## config.mk

```make
export PLATFORM = sky130hd
export DESIGN_NAME = three_class_priority_queue_core
export DESIGN_NICKNAME = d
export VERILOG_FILES = /design/src/hw/rtl/tpq_pkg.sv /design/src/hw/rtl/three_class_priority_queue_core.sv /design/src/hw/rtl/tpq_cell.sv /design/src/hw/rtl/tpq_chain.sv
export SDC_FILE = /design/constraint.sdc
export NUM_CORES = 1
export LEC_CHECK = 0
export ABC_AREA = 1
export BUFFER_PORTS_ARGS = -buffer_cell sky130_fd_sc_hd__buf_2
export CAP_MARGIN = 0
export CORE_AREA = 2 2 275 277
export CTS_CLUSTER_SIZE = 20
export DETAILED_ROUTE_END_ITERATION = 16
export DIE_AREA = 0 0 277 279
export MAX_ROUTING_LAYER = met4
export PLACE_DENSITY = 0.73
export SLEW_MARGIN = 0
export SYNTH_ARGS = -nofsm -noshare
export SYNTH_HDL_FRONTEND = slang
export SYNTH_SLANG_ARGS = --single-unit
```

## constraint.sdc

```tcl
create_clock -name clk -period 2.9 [get_ports clk]
set_input_delay 0.725 -clock clk [delete_from_list [all_inputs] [get_ports clk]]
set_output_delay 0.725 -clock clk [all_outputs]
set_load 0.02 [all_outputs]
```

## src/hw/rtl/tpq_pkg.sv

```systemverilog
// Shared types and codes for the three-class priority queue.
package tpq_pkg;

    // Number of service classes
    localparam int CLASS_COUNT = 3;
    localparam int ID_W        = 16;

    // Request action codes
    localparam logic ACT_ENQUEUE = 1'b0;
    localparam logic ACT_DEQUEUE = 1'b1;

    // Severity codes carried by an enqueue request
    localparam logic [1:0] SEV_CRITICAL = 2'd3;
    localparam logic [1:0] SEV_SERIOUS  = 2'd2;

    // Result status codes
    localparam logic [1:0] STATUS_OK    = 2'd0;
    localparam logic [1:0] STATUS_FULL  = 2'd1;
    localparam logic [1:0] STATUS_EMPTY = 2'd2;

    // Served class codes
    localparam logic [1:0] CLASS_NONE     = 2'd0;
    localparam logic [1:0] CLASS_STABLE   = 2'd1;
    localparam logic [1:0] CLASS_SERIOUS  = 2'd2;
    localparam logic [1:0] CLASS_CRITICAL = 2'd3;

    // Per-class queue slot (0 stable, 1 serious, 2 critical)
    localparam logic [1:0] SLOT_STABLE   = 2'd0;
    localparam logic [1:0] SLOT_SERIOUS  = 2'd1;
    localparam logic [1:0] SLOT_CRITICAL = 2'd2;

    // Control into one class chain
    typedef struct packed {
        logic push;
        logic pop;
    } chain_ctrl_t;

    // Status out of one class chain
    typedef struct packed {
        logic            full;
        logic            empty;
        logic [ID_W-1:0] head_id;
    } chain_stat_t;

endpackage

```

## src/hw/rtl/three_class_priority_queue_core.sv

```systemverilog
// Top level of the three-class strict-priority queue.
//
// Requests arrive on the in_valid/in_ready channel: action 0 enqueues
// entry_id into the class chosen by severity_code (3 critical, 2 serious,
// anything else stable); action 1 dequeues the oldest entry of the highest
// non-empty class. Every request gives exactly one result on the
// out_valid/out_ready channel: status, served_id and served_class.
// Each class is a row of QUEUE_DEPTH shifting cells; the head cell is
// always at cell 0, so a request is executed in the cycle it is accepted.
// A result is registered for the next cycle; one request per cycle is
// sustained while the receiver takes results, limited by the single output
// register. When out_ready is low the result holds and in_ready drops
// until it is taken. Reset empties all three classes (counts to zero);
// no clearing pass is needed, and requests are accepted right after reset.
module three_class_priority_queue_core #(
    parameter int QUEUE_DEPTH = 16
) (
    input  logic        clk,
    input  logic        rst_n,
    input  logic        in_valid,
    output logic        in_ready,
    input  logic        action,
    input  logic [15:0] entry_id,
    input  logic [1:0]  severity_code,
    output logic        out_valid,
    input  logic        out_ready,
    output logic [1:0]  status,
    output logic [15:0] served_id,
    output logic [1:0]  served_class
);
    import tpq_pkg::*;

    chain_ctrl_t     ctrl [CLASS_COUNT];
    chain_stat_t     stat [CLASS_COUNT];
    logic            accept;
    logic [1:0]      enq_slot;
    logic            out_valid_reg;
    logic            out_valid_next;
    logic [1:0]      status_reg;
    logic [1:0]      status_next;
    logic [ID_W-1:0] served_id_reg;
    logic [ID_W-1:0] served_id_next;
    logic [1:0]      served_class_reg;
    logic [1:0]      served_class_next;

    assign in_ready = !out_valid_reg || out_ready;
    assign accept   = in_valid && in_ready;

    // Severity to class slot
    always_comb
    begin
        case (severity_code)
            SEV_CRITICAL: enq_slot = SLOT_CRITICAL;
            SEV_SERIOUS:  enq_slot = SLOT_SERIOUS;
            default:      enq_slot = SLOT_STABLE;
        endcase
    end

    // Request decode, priority select and result
    always_comb
    begin
        for (int s = 0; s < CLASS_COUNT; s++)
        begin
            ctrl[s].push = 1'b0;
            ctrl[s].pop  = 1'b0;
        end
        status_next       = STATUS_OK;
        served_id_next    = '0;
        served_class_next = CLASS_NONE;

        if (action == ACT_ENQUEUE)
        begin
            if (stat[enq_slot].full)
            begin
                status_next = STATUS_FULL;
            end
            else
            begin
                ctrl[enq_slot].push = accept;
            end
        end
        else if (!stat[SLOT_CRITICAL].empty)
        begin
            ctrl[SLOT_CRITICAL].pop = accept;
            served_id_next          = stat[SLOT_CRITICAL].head_id;
            served_class_next       = CLASS_CRITICAL;
        end
        else if (!stat[SLOT_SERIOUS].empty)
        begin
            ctrl[SLOT_SERIOUS].pop = accept;
            served_id_next         = stat[SLOT_SERIOUS].head_id;
            served_class_next      = CLASS_SERIOUS;
        end
        else if (!stat[SLOT_STABLE].empty)
        begin
            ctrl[SLOT_STABLE].pop = accept;
            served_id_next        = stat[SLOT_STABLE].head_id;
            served_class_next     = CLASS_STABLE;
        end
        else
        begin
            status_next = STATUS_EMPTY;
        end
    end

    // One FIFO chain per class
    for (genvar s = 0; s < CLASS_COUNT; s++)
    begin : g_class
        tpq_chain #(
            .DEPTH (QUEUE_DEPTH)
        ) u_chain (
            .clk     (clk),
            .rst_n   (rst_n),
            .ctrl    (ctrl[s]),
            .push_id (entry_id),
            .stat    (stat[s])
        );
    end

    // Output register valid
    always_comb
    begin
        out_valid_next = out_valid_reg;
        if (accept)
        begin
            out_valid_next = 1'b1;
        end
        else if (out_ready)
        begin
            out_valid_next = 1'b0;
        end
    end

    always_ff @(posedge clk or negedge rst_n)
    begin
        if (!rst_n)
        begin
            out_valid_reg <= 1'b0;
        end
        else
        begin
            out_valid_reg <= out_valid_next;
        end
    end

    // Output payload, loaded on each accepted request
    always_ff @(posedge clk)
    begin
        if (accept)
        begin
            status_reg       <= status_next;
            served_id_reg    <= served_id_next;
            served_class_reg <= served_class_next;
        end
    end

    assign out_valid    = out_valid_reg;
    assign status       = status_reg;
    assign served_id    = served_id_reg;
    assign served_class = served_class_reg;

    // A rejected or empty result carries no identifier or class
    assert property (@(posedge clk) disable iff (!rst_n)
        out_valid && (status != STATUS_OK) |-> (served_id == '0) && (served_class == CLASS_NONE))
    else $error("non-ok result carries served data");

    // A served class always comes with an ok status
    assert property (@(posedge clk) disable iff (!rst_n)
        out_valid && (served_class != CLASS_NONE) |-> (status == STATUS_OK))
    else $error("served class with non-ok status");

    // Every accepted request shows a result in the next cycle
    assert property (@(posedge clk) disable iff (!rst_n)
        in_valid && in_ready |=> out_valid)
    else $error("accepted request produced no result");

    // At most one class chain changes per request
    assert property (@(posedge clk) disable iff (!rst_n)
        $countones({ctrl[0].push, ctrl[0].pop, ctrl[1].push, ctrl[1].pop,
                    ctrl[2].push, ctrl[2].pop}) <= 1)
    else $error("more than one chain operation in a cycle");

endmodule

```

## src/hw/rtl/tpq_cell.sv

```systemverilog
// One storage cell of a class chain: loads on push at its slot, shifts toward the head on pop.
module tpq_cell #(
    parameter int CNT_W = 5,
    parameter int INDEX = 0
) (
    input  logic                 clk,
    input  tpq_pkg::chain_ctrl_t ctrl,
    input  logic [CNT_W-1:0]     count,
    input  logic [15:0]          push_id,
    input  logic [15:0]          neighbor_id,
    output logic [15:0]          id
);
    import tpq_pkg::*;

    logic [ID_W-1:0] id_reg;
    logic [ID_W-1:0] id_next;
    logic            load_here;

    // A push lands in the first free cell, which sits at the current count
    assign load_here = ctrl.push && (count == CNT_W'(INDEX));

    always_comb
    begin
        id_next = id_reg;
        if (ctrl.pop)
        begin
            id_next = neighbor_id;
        end
        else if (load_here)
        begin
            id_next = push_id;
        end
    end

    always_ff @(posedge clk)
    begin
        id_reg <= id_next;
    end

    assign id = id_reg;

endmodule

```

## src/hw/rtl/tpq_chain.sv

```systemverilog
// FIFO for one class built as a row of shifting cells plus an occupancy count.
module tpq_chain #(
    parameter int DEPTH = 16
) (
    input  logic                 clk,
    input  logic                 rst_n,
    input  tpq_pkg::chain_ctrl_t ctrl,
    input  logic [15:0]          push_id,
    output tpq_pkg::chain_stat_t stat
);
    import tpq_pkg::*;

    localparam int CNT_W = $clog2(DEPTH + 1);

    logic [CNT_W-1:0] count_reg;
    logic [CNT_W-1:0] count_next;
    logic [ID_W-1:0]  cell_id [DEPTH];
    logic             full;
    logic             empty;
    chain_ctrl_t      cell_ctrl;

    assign full  = (count_reg == CNT_W'(DEPTH));
    assign empty = (count_reg == '0);

    // Guard the requests so the cells never see an impossible operation
    assign cell_ctrl.push = ctrl.push && !full;
    assign cell_ctrl.pop  = ctrl.pop && !empty;

    // Row of cells; each takes its upstream neighbor on pop, the tail keeps itself
    for (genvar i = 0; i < DEPTH; i++)
    begin : g_cell
        logic [ID_W-1:0] nb_id;
        if (i == DEPTH - 1)
        begin : g_tail
            assign nb_id = cell_id[i];
        end
        else
        begin : g_mid
            assign nb_id = cell_id[i+1];
        end

        tpq_cell #(
            .CNT_W (CNT_W),
            .INDEX (i)
        ) u_cell (
            .clk         (clk),
            .ctrl        (cell_ctrl),
            .count       (count_reg),
            .push_id     (push_id),
            .neighbor_id (nb_id),
            .id          (cell_id[i])
        );
    end

    // Occupancy count
    always_comb
    begin
        count_next = count_reg;
        if (cell_ctrl.push)
        begin
            count_next = count_reg + CNT_W'(1);
        end
        else if (cell_ctrl.pop)
        begin
            count_next = count_reg - CNT_W'(1);
        end
    end

    always_ff @(posedge clk or negedge rst_n)
    begin
        if (!rst_n)
        begin
            count_reg <= '0;
        end
        else
        begin
            count_reg <= count_next;
        end
    end

    assign stat.full    = full;
    assign stat.empty   = empty;
    assign stat.head_id = cell_id[0];

endmodule
```

==> metrics.txt <==
via/cell ratio approximately 5.1; Max transition margin between 40% and 50%; CP startpoint g_class[2].u_chain.count_reg[0]; Mapped Nets a little under 3000; Core ar. 0.07407 sq mm; Post-route DRC 0; layout cells sized above 1 approximately a tenth; most frequent cell after synthesis nand2_1; Synth top cells by count nand2_1, edfxtp_1, nand3_1; Layout Nets 2977; Synth Instances slightly below 3000; final instance area about 0.037 sq mm; final hold viol count 0; Reg area between 0.02 and 0.025 sq mm; Area growth, synth to finish 12.28%; sequential fraction of the synthesis area 72.51%; Top Metal Used met4; xor and xnor area share after synthesis less than 1%; all-layer global routing usage between 15 and 20%; Bufs on Longest Clock Path 3; mapped cell area approximately 0.033 sq mm; Final period util approximately 92%; Slew @ Worst Pin 0.8215 ns; WP data arrival ~3.2 ns; Iteration-0 DRC Markers between 2000 and 2500; Die Ht between 200 and 300 um; area of the die about 0.077 sq mm; final setup vio count 0; antenna violations before repair 2; worst-path fanout max between 50 and 60; CP delay by family, top buffers and inverters; CP required 3.40 ns; vias post-DR around 20000; status completed; first-pass GRT wire length 108300 um; cts repair resizes 0; endpoint class of the critical path flip-flop; Clock Latency Late Sink roughly 0.65 ns; Synth async-reset ratio 1.990%; area share of the largest cell type after synthesis a little under three quarters; timing endpoint of the critical path g_class[0].u_chain.g_cell[2].u_cell.id[1]; largest cells by area after synthesis edfxtp_1, nand2_1, nand3_1; met2 wire length ~32000 um; multi-input logic area approximately 0.0078 sq mm; clock sink count 804; slowest stage delay, CP 0.49 ns; worst-case reg-to-reg path depth 11; Yosys cell types 25; Post-synth EDFFs between 700 and 800; Met1 Routed Length 30460 um; IO Pins 45; Die Width approximately 280 um; peak supply drop 0.5040 mV; worst-path cell chain inv_1 > ha_1 > inv_2 > nor2_2 > nand2_2 > buf_4 > nor2_4 > buf_4 > buf_4 > nand3_1 > nand2_1; Critical R2R Capture g_class[0].u_chain.g_cell[2].u_cell.id[1]; Peak Freq approximately 0.37 GHz; skew final between 0.03 and 0.04 ns; Synth Area per Inst approximately 11 sq um; Post-DP HPWL 42270 um; WL/cell around 17 um; number of nets still failing antenna checks after routing 0; metal3 WL 4788 um; Post-CTS Hold Fix Bufs 0; Synth Area in Compound Gates less than 1%; Starting Density ~45%; Setup Total Neg Slack 0 ns; cell type with the largest total area after synthesis edfxtp_1; Adder-Cell Fraction of Synth Area less than 1%; hold_ws ~0.038 ns; synth warn 0; Synth Register Bits between 800 and 900; pin count of the biggest net entering global routing roughly 170; total grt overflow 0; fillers roughly 6300; Leak ~14 nW; Worst Path Buf+Inv 5; overall power 28.56 mW; simple-gate portion of the synthesized area between 20 and 25%; vias in the first global route 19275; drt pass-1 iters 6; CP max stage cell buf_4; Setup CP Type flip-flop to flip-flop; Hold Crit Class primary input to asynchronous set/reset pin; clk slew on worst S/H paths roughly 0.060 ns; mux cell area share after synthesis 0%; Setup Buffers After CTS 0; Rows 100; Main synth FF type edfxtp_1; clock buffer count from CTS 83; startpoint types flip-flop; critical path depth 11; port buffer count 44; CP dominant cell by count buf_4; CTS tree yes; max reg flops 768; Pins Over Slew Limit 0; RSZ-0062 raised after global routing false; MaxCap Viol Count 0; combinational family with the most area after synthesis simple AND/OR/NAND/NOR gates; CTS root buf clkbuf_16; min cycle time layout roughly 2.7 ns; R2R setup slack about 0.23 ns; power per cell area 766.4 mW/mm^2; final wirelength ~69000 um; Final GP Congestion 0.9129; DP Area about 0.035 sq mm; r2r startpoint g_class[2].u_chain.count_reg[0]; htree depth 3
==> stage by stage <==
stage               util [%]  setup slack [ns]  std cells
floorplan                  -           -0.3978       2886
global placement       46.67            0.2108       3820
detailed placement     46.67            0.1830       3820
CTS                    50.30            0.2369       3973
global route           50.30           0.03257       3973
finish                 50.31            0.2255       3974
==> final cells by class <==
cell class / count / share of cell area [%]
sequential: 804 / 64.58
clock buffer: 103 / 5.913
inverter: 69 / 0.6951
antenna: 1 / 0.006716
tap: 969 / 3.254
timing repair buffer: 141 / 3.250
clock inverter: 50 / 1.306
multi-input combinational: 1837 / 21.00
==> logic make-up (layout without fill, tap and decap cells) <==
family	after synthesis	count (layout)
adders and majority gates	18	18
and+or+nand+nor	1745	1745
other	0	1
AOI/OAI and AO/OA	66	66
buffers and inverters	245	363
DFF	804	804
xor gates and xnor gates	8	8
==> worst register-to-register path, stage by stage, from the launching register on <==
cell and delay [ns]:
dfrtp_1 0.44, inv_1 0.18, ha_1 0.23, inv_2 0.05, nor2_2 0.18, nand2_2 0.12, buf_4 0.22, nor2_4 0.14
buf_4 0.18, buf_4 0.49, nand3_1 0.21, nand2_1 0.11
==> worst min-delay path by stage <==
stage,start,endpoint,slack (ns),depth (start not counted)
4_1_cts,rst_n,g_class[0].u_chain.count_reg[3],0.02,1
3_5_place_dp,g_class[1].u_chain.g_cell[2].u_cell.id[15],g_class[1].u_chain.g_cell[1].u_cell.id[15],0.50,2
2_1_floorplan,rst_n,g_class[0].u_chain.count_reg[0],0.43,0
6_report,rst_n,out_valid,0.04,1
3_3_place_gp,g_class[1].u_chain.g_cell[1].u_cell.id[2],g_class[1].u_chain.g_cell[0].u_cell.id[2],0.50,2
5_1_grt,rst_n,g_class[0].u_chain.count_reg[3],0.05,1
==> where the power goes <==
group          leakage, nW  internal (mW)  switching [mW]  total [mW]
sequential            7.38           13.8           0.359        14.1
combinational         5.42           1.05            3.05        4.11
clock                 1.31           5.84            4.49        10.3
total                 14.1           20.7            7.90        28.6
==> placed cells by master (no fill, tap or decap), drive strengths merged, types with 16 or more instances in the layout <==
cell type / n
inv: 73
clkinv: 40
edfxtp: 788
clkbuf: 103
ha: 18
nand3: 313
dfrtp: 16
o21ai: 49
nor2: 36
nand2: 1392
buf: 141
a21oi: 17
==> routing by layer <==
layer | vias up | global-route usage [%]
met5 | - | -
met4 | 0 | 5.170
met3 | 117 | 3.146
met2 | 688 | 28.46
met1 | 9802 | 25.25
li1 | 9809 | -
No activity file was read; power rests on OpenSTA's default activity.
